**config.mk**
```make
export PLATFORM = sky130hd
export DESIGN_NAME = seven_segment_serial_display_driver
export DESIGN_NICKNAME = d
export VERILOG_FILES = /design/src/sv/ssd_pkg.sv /design/src/sv/seven_segment_serial_display_driver.sv
export VERILOG_INCLUDE_DIRS = /design/src /design/src/sv
export SDC_FILE = /design/constraint.sdc
export NUM_CORES = 1
export LEC_CHECK = 0
export BUFFER_PORTS_ARGS = -buffer_cell sky130_fd_sc_hd__buf_2
export CAP_MARGIN = 25
export CORE_UTILIZATION = 51
export CTS_BUF_LIST = sky130_fd_sc_hd__clkbuf_2
export CTS_CLUSTER_SIZE = 30
export DETAILED_ROUTE_END_ITERATION = 10
export PLACE_DENSITY = 0.68
export SYNTH_ARGS = -nofsm -noshare
export SYNTH_HDL_FRONTEND = slang
export SYNTH_SLANG_ARGS = --single-unit
export TNS_END_PERCENT = 1
```
**constraint.sdc**
```tcl
create_clock -name clock -period 13.7 [get_ports clock]
set_input_delay 0.685 -clock clock [delete_from_list [all_inputs] [get_ports clock]]
set_output_delay 0.685 -clock clock [all_outputs]
set_load 0.005 [all_outputs]
```
**src/sv/seven_segment_serial_display_driver_assert.svh**
```systemverilog
// ---------------------------------------------------------------------------
// seven segment serial display driver: assertion macros
// concurrent checks, compiled out for synthesis
// ---------------------------------------------------------------------------
`ifndef SEVEN_SEGMENT_SERIAL_DISPLAY_DRIVER_ASSERT_SVH
`define SEVEN_SEGMENT_SERIAL_DISPLAY_DRIVER_ASSERT_SVH

`ifndef SYNTHESIS

// antecedent implies consequent in the same cycle
`define SSD_ASSERT_SAME(label, clk, rst, ante, cons, msg) \
   label: assert property (@(posedge clk) disable iff (rst) (ante) |-> (cons)) \
      else $error(msg);

// antecedent implies consequent in the following cycle
`define SSD_ASSERT_NEXT(label, clk, rst, ante, cons, msg) \
   label: assert property (@(posedge clk) disable iff (rst) (ante) |=> (cons)) \
      else $error(msg);

`else

`define SSD_ASSERT_SAME(label, clk, rst, ante, cons, msg)
`define SSD_ASSERT_NEXT(label, clk, rst, ante, cons, msg)

`endif

`endif

```
**src/sv/ssd_pkg.sv**
```systemverilog
// ---------------------------------------------------------------------------
// ssd_pkg
// shared types, constants and segment encoding for the display driver
// ---------------------------------------------------------------------------
package ssd_pkg;

   // digits on the display
   localparam int NUM_DIGITS = 4;

   localparam int VALUE_W   = 14;
   localparam int BRIGHT_W  = 3;
   localparam int CSR_IDX_W = 1;
   localparam int CSR_DATA_W = 3;
   localparam int REQ_DATA_W = 16;
   localparam int RSP_DATA_W = 8;

   // register indexes
   localparam logic [CSR_IDX_W-1:0] CSR_BRIGHTNESS = 1'b0;
   localparam logic [CSR_IDX_W-1:0] CSR_DISPLAY_EN = 1'b1;

   function automatic int pow10(input int n);
      int r;
      r = 1;
      for (int i = 0; i < n; i++) r = r * 10;
      return r;
   endfunction

   localparam int MAX_VALUE = pow10(NUM_DIGITS) - 1;

   // bytes per sequence: command, address, digits, control
   localparam int LAST_IDX     = 2 + NUM_DIGITS;
   localparam int BYTE_IDX_W   = $clog2(LAST_IDX + 1);
   localparam int DIGIT_IDX_W  = (NUM_DIGITS > 1) ? $clog2(NUM_DIGITS) : 1;
   localparam int CONV_W       = $clog2(NUM_DIGITS + 1);

   // divide by ten via reciprocal, exact for values below 2**14
   localparam int DIV10_SHIFT = 16;
   localparam int DIV10_RECIP = (1 << DIV10_SHIFT) / 10 + 1;
   localparam int DIV10_PROD_W = VALUE_W + DIV10_SHIFT;

   localparam logic [7:0] CMD_DATA_WRITE = 8'h40;
   localparam logic [7:0] CMD_ADDR_BASE  = 8'hC0;
   localparam logic [7:0] CMD_DISP_CTRL  = 8'h80;

   typedef enum logic [4:0] {
      PH_IDLE     = 5'd0,
      PH_ST_CLK   = 5'd1,
      PH_ST_DHI   = 5'd2,
      PH_ST_DLO   = 5'd3,
      PH_BIT_LO   = 5'd4,
      PH_BIT_DATA = 5'd5,
      PH_BIT_HI   = 5'd6,
      PH_ACK_LO   = 5'd7,
      PH_ACK_WAIT = 5'd8,
      PH_ACK_END  = 5'd9,
      PH_SP_CLO   = 5'd10,
      PH_SP_DLO   = 5'd11,
      PH_SP_CHI   = 5'd12,
      PH_SP_DHI   = 5'd13
   } phase_type;

   typedef struct packed {
      logic clk_out;
      logic dio_out;
      logic dio_release;
      logic busy_res;
      logic done_res;
   } pins_type;

   // segment pattern of one decimal digit, blank for other codes
   function automatic logic [7:0] seg_encode(input logic [3:0] d);
      logic [7:0] s;
      case (d)
         4'd0: s = 8'h3F;
         4'd1: s = 8'h06;
         4'd2: s = 8'h5B;
         4'd3: s = 8'h4F;
         4'd4: s = 8'h66;
         4'd5: s = 8'h6D;
         4'd6: s = 8'h7C;
         4'd7: s = 8'h07;
         4'd8: s = 8'h7F;
         4'd9: s = 8'h67;
         default: s = 8'h00;
      endcase
      return s;
   endfunction

endpackage

```
**src/sv/seven_segment_serial_display_driver.sv**
```systemverilog
// ---------------------------------------------------------------------------
// seven_segment_serial_display_driver
// two-wire segment display driver, one waveform phase step per input beat
// ---------------------------------------------------------------------------
// usage:
//   every req beat is one phase tick of the clock/data waveform. a beat with
//   command set, while the driver is idle, loads a value (clamped to the
//   largest number the digits can show) and starts a sequence of three
//   frames: data command, address plus digit bytes, display control.
//   every req beat gives exactly one rsp beat carrying the pin levels
//   (clk_out, dio_out, dio_release) plus busy and done flags.
//   dio_in is sampled in the acknowledge wait; the driver holds its pins
//   for as long as dio_in stays high.
// timing:
//   the rsp beat is registered from the req beat; one beat per cycle sustained, set
//   by the single phase register update. the output register is refilled in
//   the cycle it drains, so req_tready only drops while rsp is stalled.
// reset:
//   synchronous, active high: idle, clock and data levels high, brightness 1,
//   display on, no rsp beat pending.
// csr port:
//   csr_wr_en writes csr_wdata to register csr_index (0 brightness,
//   1 display enable), intended only while the driver is idle
// ---------------------------------------------------------------------------
`include "seven_segment_serial_display_driver_assert.svh"

module seven_segment_serial_display_driver (
   input  logic                              clock,
   input  logic                              reset,
   // req tdata: command [0], value [14:1], dio_in [15]
   input  logic                              req_tvalid,
   output logic                              req_tready,
   input  logic [ssd_pkg::REQ_DATA_W-1:0]    req_tdata,
   // rsp tdata: clk_out [0], dio_out [1], dio_release [2], busy_res [3],
   // done_res [4], zero [7:5]
   output logic                              rsp_tvalid,
   input  logic                              rsp_tready,
   output logic [ssd_pkg::RSP_DATA_W-1:0]    rsp_tdata,
   input  logic                              csr_wr_en,
   input  logic [ssd_pkg::CSR_IDX_W-1:0]     csr_index,
   input  logic [ssd_pkg::CSR_DATA_W-1:0]    csr_wdata
);
   import ssd_pkg::*;

   // input fields
   logic               req_command;
   logic [VALUE_W-1:0] req_value;
   logic               req_dio_in;
   logic               req_accept;

   // configuration registers
   logic [BRIGHT_W-1:0] brightness_ff;
   logic                display_en_ff;

   // sequencer state
   phase_type            phase_ff, phase_in;
   logic [BYTE_IDX_W-1:0] byte_idx_ff, byte_idx_in;
   logic [3:0]           bit_cnt_ff, bit_cnt_in;
   logic [7:0]           shift_ff, shift_in;
   logic                 clk_level_ff, clk_level_in;
   logic                 dio_level_ff, dio_level_in;

   // digit conversion: one digit per beat after a load, least significant first
   logic [VALUE_W-1:0]   work_ff, work_in;
   logic [CONV_W-1:0]    conv_left_ff, conv_left_in;
   logic [3:0]           digit_ff [NUM_DIGITS];
   logic                 digit_push;
   logic [DIV10_PROD_W-1:0] div_prod;
   logic [VALUE_W-1:0]   div_quot;
   logic [VALUE_W-1:0]   div_rem;
   logic [VALUE_W-1:0]   load_value;

   // byte selection
   logic [BYTE_IDX_W-1:0] sel_idx;
   logic [BYTE_IDX_W-1:0] sel_digit;
   logic [7:0]           sel_byte;

   // result register
   logic     rsp_valid_ff;
   pins_type rsp_pins_ff;
   pins_type pins_in;
   logic     released;
   logic     done;

   assign req_command = req_tdata[0];
   assign req_value   = req_tdata[VALUE_W:1];
   assign req_dio_in  = req_tdata[VALUE_W+1];

   // output register empties in the same cycle it refills
   assign req_tready = !rsp_valid_ff || rsp_tready;
   assign req_accept = req_tvalid && req_tready;

   assign rsp_tvalid = rsp_valid_ff;
   assign rsp_tdata  = {3'b000, rsp_pins_ff.done_res, rsp_pins_ff.busy_res,
                        rsp_pins_ff.dio_release, rsp_pins_ff.dio_out,
                        rsp_pins_ff.clk_out};

   // ---- configuration registers ----
   always_ff @(posedge clock) begin
      if (reset) begin
         brightness_ff <= BRIGHT_W'(1);
         display_en_ff <= 1'b1;
      end else if (csr_wr_en) begin
         case (csr_index)
            CSR_BRIGHTNESS: brightness_ff <= csr_wdata[BRIGHT_W-1:0];
            CSR_DISPLAY_EN: display_en_ff <= csr_wdata[0];
            default: ;
         endcase
      end
   end

   // ---- divide by ten for the digit split ----
   assign div_prod = DIV10_PROD_W'(work_ff) * DIV10_PROD_W'(DIV10_RECIP);
   assign div_quot = VALUE_W'(div_prod >> DIV10_SHIFT);
   assign div_rem  = work_ff - ((div_quot << 3) + (div_quot << 1));

   // clamp to what the digits can show
   assign load_value = (int'(req_value) > MAX_VALUE) ? VALUE_W'(MAX_VALUE) : req_value;

   assign digit_push = req_accept && (conv_left_ff != '0);

   // digit store is a shift line: after all pushes entry 0 holds the leading digit
   always_ff @(posedge clock) begin
      if (digit_push) begin
         digit_ff[0] <= div_rem[3:0];
         for (int i = 1; i < NUM_DIGITS; i++) digit_ff[i] <= digit_ff[i-1];
      end
   end

   // ---- byte to send next: current index at start, following one after ack ----
   assign sel_idx   = (phase_ff == PH_ACK_END) ? byte_idx_ff + BYTE_IDX_W'(1) : byte_idx_ff;
   assign sel_digit = sel_idx - BYTE_IDX_W'(2);

   always_comb begin
      if (sel_idx == BYTE_IDX_W'(0)) begin
         sel_byte = CMD_DATA_WRITE;
      end else if (sel_idx == BYTE_IDX_W'(1)) begin
         sel_byte = CMD_ADDR_BASE;
      end else if (sel_idx < BYTE_IDX_W'(LAST_IDX)) begin
         sel_byte = seg_encode(digit_ff[sel_digit[DIGIT_IDX_W-1:0]]);
      end else begin
         sel_byte = CMD_DISP_CTRL | {4'b0000, display_en_ff, brightness_ff};
      end
   end

   // ---- next state ----
   always_comb begin
      phase_in     = phase_ff;
      byte_idx_in  = byte_idx_ff;
      bit_cnt_in   = bit_cnt_ff;
      shift_in     = shift_ff;
      clk_level_in = clk_level_ff;
      dio_level_in = dio_level_ff;
      work_in      = work_ff;
      conv_left_in = conv_left_ff;
      if (req_accept) begin
         if (conv_left_ff != '0) begin
            work_in      = div_quot;
            conv_left_in = conv_left_ff - CONV_W'(1);
         end
         case (phase_ff)
            PH_IDLE: begin
               if (req_command) begin
                  work_in      = load_value;
                  conv_left_in = CONV_W'(NUM_DIGITS);
                  byte_idx_in  = '0;
                  phase_in     = PH_ST_CLK;
               end
            end
            PH_ST_CLK: begin
               clk_level_in = 1'b1;
               phase_in     = PH_ST_DHI;
            end
            PH_ST_DHI: begin
               dio_level_in = 1'b1;
               phase_in     = PH_ST_DLO;
            end
            PH_ST_DLO: begin
               dio_level_in = 1'b0;
               shift_in     = sel_byte;
               bit_cnt_in   = '0;
               phase_in     = PH_BIT_LO;
            end
            PH_BIT_LO: begin
               clk_level_in = 1'b0;
               phase_in     = PH_BIT_DATA;
            end
            PH_BIT_DATA: begin
               dio_level_in = shift_ff[0];
               phase_in     = PH_BIT_HI;
            end
            PH_BIT_HI: begin
               clk_level_in = 1'b1;
               shift_in     = shift_ff >> 1;
               bit_cnt_in   = bit_cnt_ff + 4'd1;
               phase_in     = (bit_cnt_ff == 4'd7) ? PH_ACK_LO : PH_BIT_LO;
            end
            PH_ACK_LO: begin
               clk_level_in = 1'b0;
               phase_in     = PH_ACK_WAIT;
            end
            PH_ACK_WAIT: begin
               // hold until the display pulls data low
               if (!req_dio_in) begin
                  clk_level_in = 1'b1;
                  phase_in     = PH_ACK_END;
               end
            end
            PH_ACK_END: begin
               clk_level_in = 1'b0;
               // command byte, last digit and control byte close their frame
               if (byte_idx_ff == '0 || byte_idx_ff >= BYTE_IDX_W'(LAST_IDX - 1)) begin
                  phase_in = PH_SP_CLO;
               end else begin
                  byte_idx_in = sel_idx;
                  shift_in    = sel_byte;
                  bit_cnt_in  = '0;
                  phase_in    = PH_BIT_LO;
               end
            end
            PH_SP_CLO: begin
               clk_level_in = 1'b0;
               phase_in     = PH_SP_DLO;
            end
            PH_SP_DLO: begin
               dio_level_in = 1'b0;
               phase_in     = PH_SP_CHI;
            end
            PH_SP_CHI: begin
               clk_level_in = 1'b1;
               phase_in     = PH_SP_DHI;
            end
            PH_SP_DHI: begin
               dio_level_in = 1'b1;
               if (byte_idx_ff >= BYTE_IDX_W'(LAST_IDX)) begin
                  phase_in = PH_IDLE;
               end else begin
                  byte_idx_in = byte_idx_ff + BYTE_IDX_W'(1);
                  phase_in    = PH_ST_CLK;
               end
            end
            default: begin
               phase_in = PH_IDLE;
            end
         endcase
      end
   end

   // ---- result fields ----
   always_comb begin
      released = (phase_ff == PH_ACK_LO) || (phase_ff == PH_ACK_WAIT) ||
                 (phase_ff == PH_ACK_END);
      done     = (phase_ff == PH_SP_DHI) && (byte_idx_ff >= BYTE_IDX_W'(LAST_IDX));
      pins_in.clk_out     = clk_level_in;
      pins_in.dio_out     = released ? 1'b0 : dio_level_in;
      pins_in.dio_release = released;
      pins_in.busy_res    = (phase_in != PH_IDLE);
      pins_in.done_res    = done;
   end

   // ---- state registers ----
   always_ff @(posedge clock) begin
      if (reset) begin
         phase_ff     <= PH_IDLE;
         byte_idx_ff  <= '0;
         bit_cnt_ff   <= '0;
         shift_ff     <= '0;
         clk_level_ff <= 1'b1;
         dio_level_ff <= 1'b1;
         conv_left_ff <= '0;
         rsp_valid_ff <= 1'b0;
      end else begin
         phase_ff     <= phase_in;
         byte_idx_ff  <= byte_idx_in;
         bit_cnt_ff   <= bit_cnt_in;
         shift_ff     <= shift_in;
         clk_level_ff <= clk_level_in;
         dio_level_ff <= dio_level_in;
         conv_left_ff <= conv_left_in;
         if (req_accept) begin
            rsp_valid_ff <= 1'b1;
         end else if (rsp_tready) begin
            rsp_valid_ff <= 1'b0;
         end
      end
   end

   // payload registers
   always_ff @(posedge clock) begin
      work_ff <= work_in;
      if (req_accept) begin
         rsp_pins_ff <= pins_in;
      end
   end

   // ---- assertions ----
   `SSD_ASSERT_NEXT(a_load_starts, clock, reset,
      req_accept && req_command && phase_ff == PH_IDLE,
      phase_ff == PH_ST_CLK && rsp_tvalid && rsp_tdata[3], "load did not start a sequence")
   `SSD_ASSERT_SAME(a_digits_ready, clock, reset,
      phase_ff == PH_BIT_LO && byte_idx_ff >= BYTE_IDX_W'(2),
      conv_left_ff == '0, "digit split not finished before a digit byte")
   `SSD_ASSERT_SAME(a_ack_clock_low, clock, reset,
      phase_ff == PH_ACK_WAIT, !clk_level_ff, "clock not low while waiting for ack")
   `SSD_ASSERT_SAME(a_idle_lines_high, clock, reset,
      phase_ff == PH_IDLE, clk_level_ff && dio_level_ff, "lines not high while idle")

endmodule
```
# Yosys cells after proc, flatten, opt, wreduce, memory -nomap -nowiden

Memory sizes are Yosys's and may differ from the RTL's.
Index checks and enable logic that the tools add are counted.

Bits in registers: 49
Bits in writable memories: 16
ROM bits: 112
Input bits: 25
Output and inout bits: 10
Logic and storage cells: 107
Memories: 2

Memories:

| memory          | depth | bits a word | read ports | clocked after Yosys merged registers in | write ports | RTL line                                  | text |
|---|---|---|---|---|---|---|---|
| (no name shown) | 16    | 7           | 1          | 0                                       | 0           | ssd_pkg.sv:73                             | `case (d)` |
| digit_ff        | 4     | 4           | 4          | 0                                       | 4           | seven_segment_serial_display_driver.sv:66 | `logic [3:0] digit_ff [NUM_DIGITS];` |

Add/subtract/negate cells: 6
Multiply operators: 1
Magnitude comparators: 4
Equality and inequality tests: 18
Muxes and demuxes: 35
Bitwise operators: 1
Reductions and logical operators: 24

Operators by type and width:

| kind                     | count |
|---|---|
| $pmux W5 S14             | 1 |
| $mux W14                 | 4 |
| $mux W8                  | 4 |
| $eq A5 B4 Y1 const B     | 6 |
| $mul A14 B12 Y26 const B | 1 |
| $pmux W8 S3              | 1 |
| $mux W3                  | 7 |
| $eq A5 B3 Y1 const B     | 4 |
| $mux W5                  | 3 |
| $gt A14 B14 Y1 const B   | 1 |
| $pmux W4 S3              | 1 |
| $eq A5 B2 Y1 const B     | 2 |
| $pmux W3 S3              | 1 |
| $reduce_bool A3 Y1       | 3 |
| $mux W1                  | 8 |
| $mux W4                  | 2 |
| $ge A3 B3 Y1 const B     | 2 |
| $logic_not A3 Y1         | 2 |
| $ne A2 B2 Y1 const B     | 3 |
| $pmux W1 S3              | 2 |
| $eq A5 B1 Y1 const B     | 1 |
| $logic_not A5 Y1         | 1 |
| $reduce_and A5 Y1        | 1 |
| $reduce_bool A5 Y1       | 1 |
| other kinds (20)         | 27 |

# Depth between registers and ports, before layout

An unclocked memory read counts as a cell.

Depth in word-level cells: 10
Depth in mapped cells: 22
Mapped depth without buffers: 22

# Worst setup path before layout

No wires, ideal clock.

Path type: register to register
Start: register work_ff[1]
End: register work_ff[5] (data pin)
Library setup time: 0.265 ns
Arrival: 4.962 ns
Data required time: 13.435 ns
Setup slack: 8.472 ns
Cell stages (with the launch flop): 18
Path buffers: 0
Period minus slack after synthesis: 5.228 ns
Path through: edfxtp_1 ha_1 xor2_1 ha_1 fa_1 fa_1 inv_1 fa_1 inv_1 ha_1 a211oi_1 nand2_1 a221o_1 o41ai_2 nand2b_1 a21oi_1 nor3_1 or3_1

Longest elaborated chain between the ends: 4

Ends and longest elaborated chain:

| what                     | RTL line                                   | text |
|---|---|---|
| start: declaration       | seven_segment_serial_display_driver.sv:64  | `logic [VALUE_W-1:0] work_ff, work_in;` |
| start signal: assignment | seven_segment_serial_display_driver.sv:290 | `work_ff <= work_in;` |
| $mul A14 B12 Y26 (*)     | seven_segment_serial_display_driver.sv:113 | `assign div_prod = DIV10_PROD_W'(work_ff) * DIV10_PROD_W'(DIV10_RECIP);` |
| $mux W14 (*)             | seven_segment_serial_display_driver.sv:157 | `if (conv_left_ff != '0) begin` |
| $mux W14                 | seven_segment_serial_display_driver.sv:163 | `if (req_command) begin` |
| $mux W14 (*)             | seven_segment_serial_display_driver.sv:161 | `case (phase_ff)` |

Mark *: on every way between the ends. The rest lies on a longest branch, timed or not.
A chain may end at the register's enable or synchronous reset.

# Worst setup path in the final report

Start: register work_ff[1]
End: register work_ff[6] (data pin)

Same word-level chain as after synthesis.

==> flow_metrics.py <==
metrics = {
    "status": {
        "outcome": "finished clean",
    },
    "finish": {
        "area_growth_pct": 5.613,
        "diodes": 0,
        "layout_commonest_cell": "ha_1",
        "drive_gt1_frac": 0.08388,
        "num-fill-cells": 1197,
        "finalCoreUtilization": 0.5497,
        "final_area_mm2": 0.007251,
        "fin_nets": 941,
        "final_cell_mix": "ha_1, inv_1, nor2_1, a21oi_1, fa_1",
    },
    "floorplanning": {
        "ios": 35,
        "core-area_mm2": 0.01319,
        "die_area_mm2": 0.01393,
        "die_x_um": 118.0,
        "fp.dieH_um": 118.0,
        "initial_utilization": 0.5205,
        "std_cell_rows": 42,
    },
    "setup_path": {
        "crit_path_end_kind": "flip-flop",
        "critPathRequiredTime_ns": 14.11,
        "worstSetupStartpointType": "flip-flop",
        "critical_path_class": "reg -> reg",
        "reg2regPathDepth": 17,
        "worst-path-max-fanout": 9,
        "crit_arrival_ns": 6.10,
    },
    "grt": {
        "busiest_layer": "met2",
        "grt-ovfl-total": 0,
        "grt_pass1_vias": 5333,
        "track_usage": 0.2309,
        "use_met3": 0.04700,
        "gr-usage-met1": 0.3226,
        "gr-usage-met2": 0.3673,
        "antenna_found_initial": 0,
        "grt_max_degree": 32,
        "grt_pass1_wl_mm": 25.87,
    },
    "yosys": {
        "synth_cells": 744,
        "netlist_top_cells_area": "ha_1, edfxtp_1, fa_1, dfxtp_1, inv_1",
        "muxShareOfSynthArea": 0.01768,
        "synth_compound_area_frac": 0.1529,
        "synth_area_per_cell_um2": 9.228,
        "async_reset_ff_frac": 0,
        "synth_top_area_frac": 0.2041,
        "ys.flop_type": "edfxtp_1",
        "synth_top_family_by_area": "adder cells",
        "synthSimpleGateAreaFrac": 0.1416,
        "synth_xor_xnor_area_share": 0.02551,
        "synth.largest_area_cell": "ha_1",
        "yosysWarnings": 0,
        "synth_seq_cells": 65,
        "ys_seq_area_frac": 0.2406,
        "netlist_area_mm2": 0.006865,
        "synthAdderAreaFrac": 0.3412,
        "synth-edff-count": 35,
        "yosysUniqueCellTypes": 72,
    },
    "worst_hold_path": {
        "holdPathStages": 3,
        "hold_path.class": "in -> reg",
    },
    "place": {
        "hpwl_mm": 11.78,
        "pre_cts_ws_ns": 8.093,
        "dpl_cell_area_mm2": 0.007112,
        "portBuffers": 31,
        "gp_congestion": 0.8988,
    },
    "detailed_routing": {
        "routed_wl_mm": 15.11,
        "viasPerCell": 5.741,
        "drtAntennaViolNets": 0,
        "drcViolationCount": 0,
        "firstDrtPassIters": 5,
        "drtIter0Drc": 466,
        "wire_per_inst_um": 16.09,
        "vias": 5391,
    },
    "timing": {
        "tightest_slew_ns": 0.9453,
        "final-setup-viol-count": 0,
        "relSlewSlack": 0.3691,
        "fmax_mhz": 175.7,
        "fin_crit_ns": 5.692,
        "setup_ws_ns": 8.008,
        "fin_worst_skew_ns": 0.04392,
        "setup-tns-final_ns": 0,
        "rsz0062_at_grt": "false",
        "period_share": 0.4154,
        "hold_viol": 0,
        "slew_violations": 0,
    },
    "cts": {
        "clk_pin_slew_ns": 0.22,
        "cts_hold_buf": 0,
        "cts_resized": 0,
        "cts_buffers": 9,
        "cts_setup_buffers": 0,
        "cts_tree": "done",
        "ctsHtreeMaxLevel": 3,
        "clock_path_buffers": 2,
        "clock_latency_ns": 0.57,
        "cts.sinks": 65,
        "cts_root_buf": "clkbuf_2",
    },
    "flow_run": {
        "max-cap-violations": 0,
    },
}
-- metal layers --
layer  wire (um)  share of wire  vias to the layer above
li1            -              -                     2611
met2        6985           0.46                      175
met5           0              0                        -
met3         941          0.062                       24
met1        7007           0.46                     2581
met4         174          0.012                        0
-- state kept, by name (all words and copies together) (netlist names), 4 cells and up --
register and count:
phase_ff 5, bit_cnt_ff 4, rsp_tdata 5, shift_ff 8, digit_ff 16, work_ff 14
-- layout make-up --
cell class              count  area [um^2]  share of cell area
well taps                 176        220.2             0.03037
repair buffers             33        170.2             0.02347
clock buffers               9        45.04            0.006212
inverters                 106        397.9             0.05487
clock inverters             7        93.84             0.01294
flip-flops and latches     65         1652              0.2278
multi-input cells         543         4672              0.6443
-- synth_stat cells, types with 4 or more instances --
master	number
nor2b_1	10
nand2b_1	11
nor3_1	15
nor2_1	54
a22oi_1	4
edfxtp_1	35
buf_2	4
and3_1	5
inv_1	106
nor3b_1	6
xnor2_1	15
dfxtp_1	30
clkbuf_1	20
a211oi_1	11
a31oi_1	9
nand2_1	44
o22ai_1	9
and2_1	5
a21o_1	6
a222oi_1	4
o211ai_1	8
fa_1	46
mux2i_1	11
ha_1	112
nand3_1	17
o21ai_0	23
xor2_1	5
a21oi_1	48
-- per-stage QoR --
stage | hold slack [ns] | std cells
6_report | 0.3457 | 939
5_1_grt | 0.3333 | 939
3_3_place_gp | 0.4417 | 923
2_1_floorplan | 0.4195 | 746
4_1_cts | 0.3064 | 939
3_5_place_dp | 0.4450 | 923
-- kinds of logic after synthesis --
group | count (synthesis)
and+or+nand+nor | 192
adders and majority gates | 160
AOI/OAI and AO/OA | 156
buffers and inverters | 138
DFF | 65
xor gates and xnor gates | 20
muxes | 12
other | 1
-- final timing paths --
check / from / slack, ns / endpoint
setup / recovery: work_ff[1] / 8.01 / work_ff[6]
hold / removal: req_tvalid / 0.35 / rsp_tvalid
setup reg to reg: work_ff[1] / 8.01 / work_ff[6]
hold reg to reg: digit_ff[0][0] / 0.48 / digit_ff[1][0]
-- critical path, stage by stage, from the launching register on --
cell	delay (ns)
edfxtp_1	0.59
ha_1	0.43
xor2_1	0.19
ha_1	0.27
fa_1	0.51
fa_1	0.55
inv_1	0.06
fa_1	0.53
inv_1	0.04
ha_1	0.32
a211oi_1	0.22
nand2_1	0.08
a221o_1	0.37
o41ai_2	0.46
nand2b_1	0.22
a2111oi_0	0.48
a31oi_1	0.07
o21ai_0	0.17
Power is left out: the tool's default activity adds up to more than one toggle a clock period on the data nets, which glitch-free logic cannot reach.
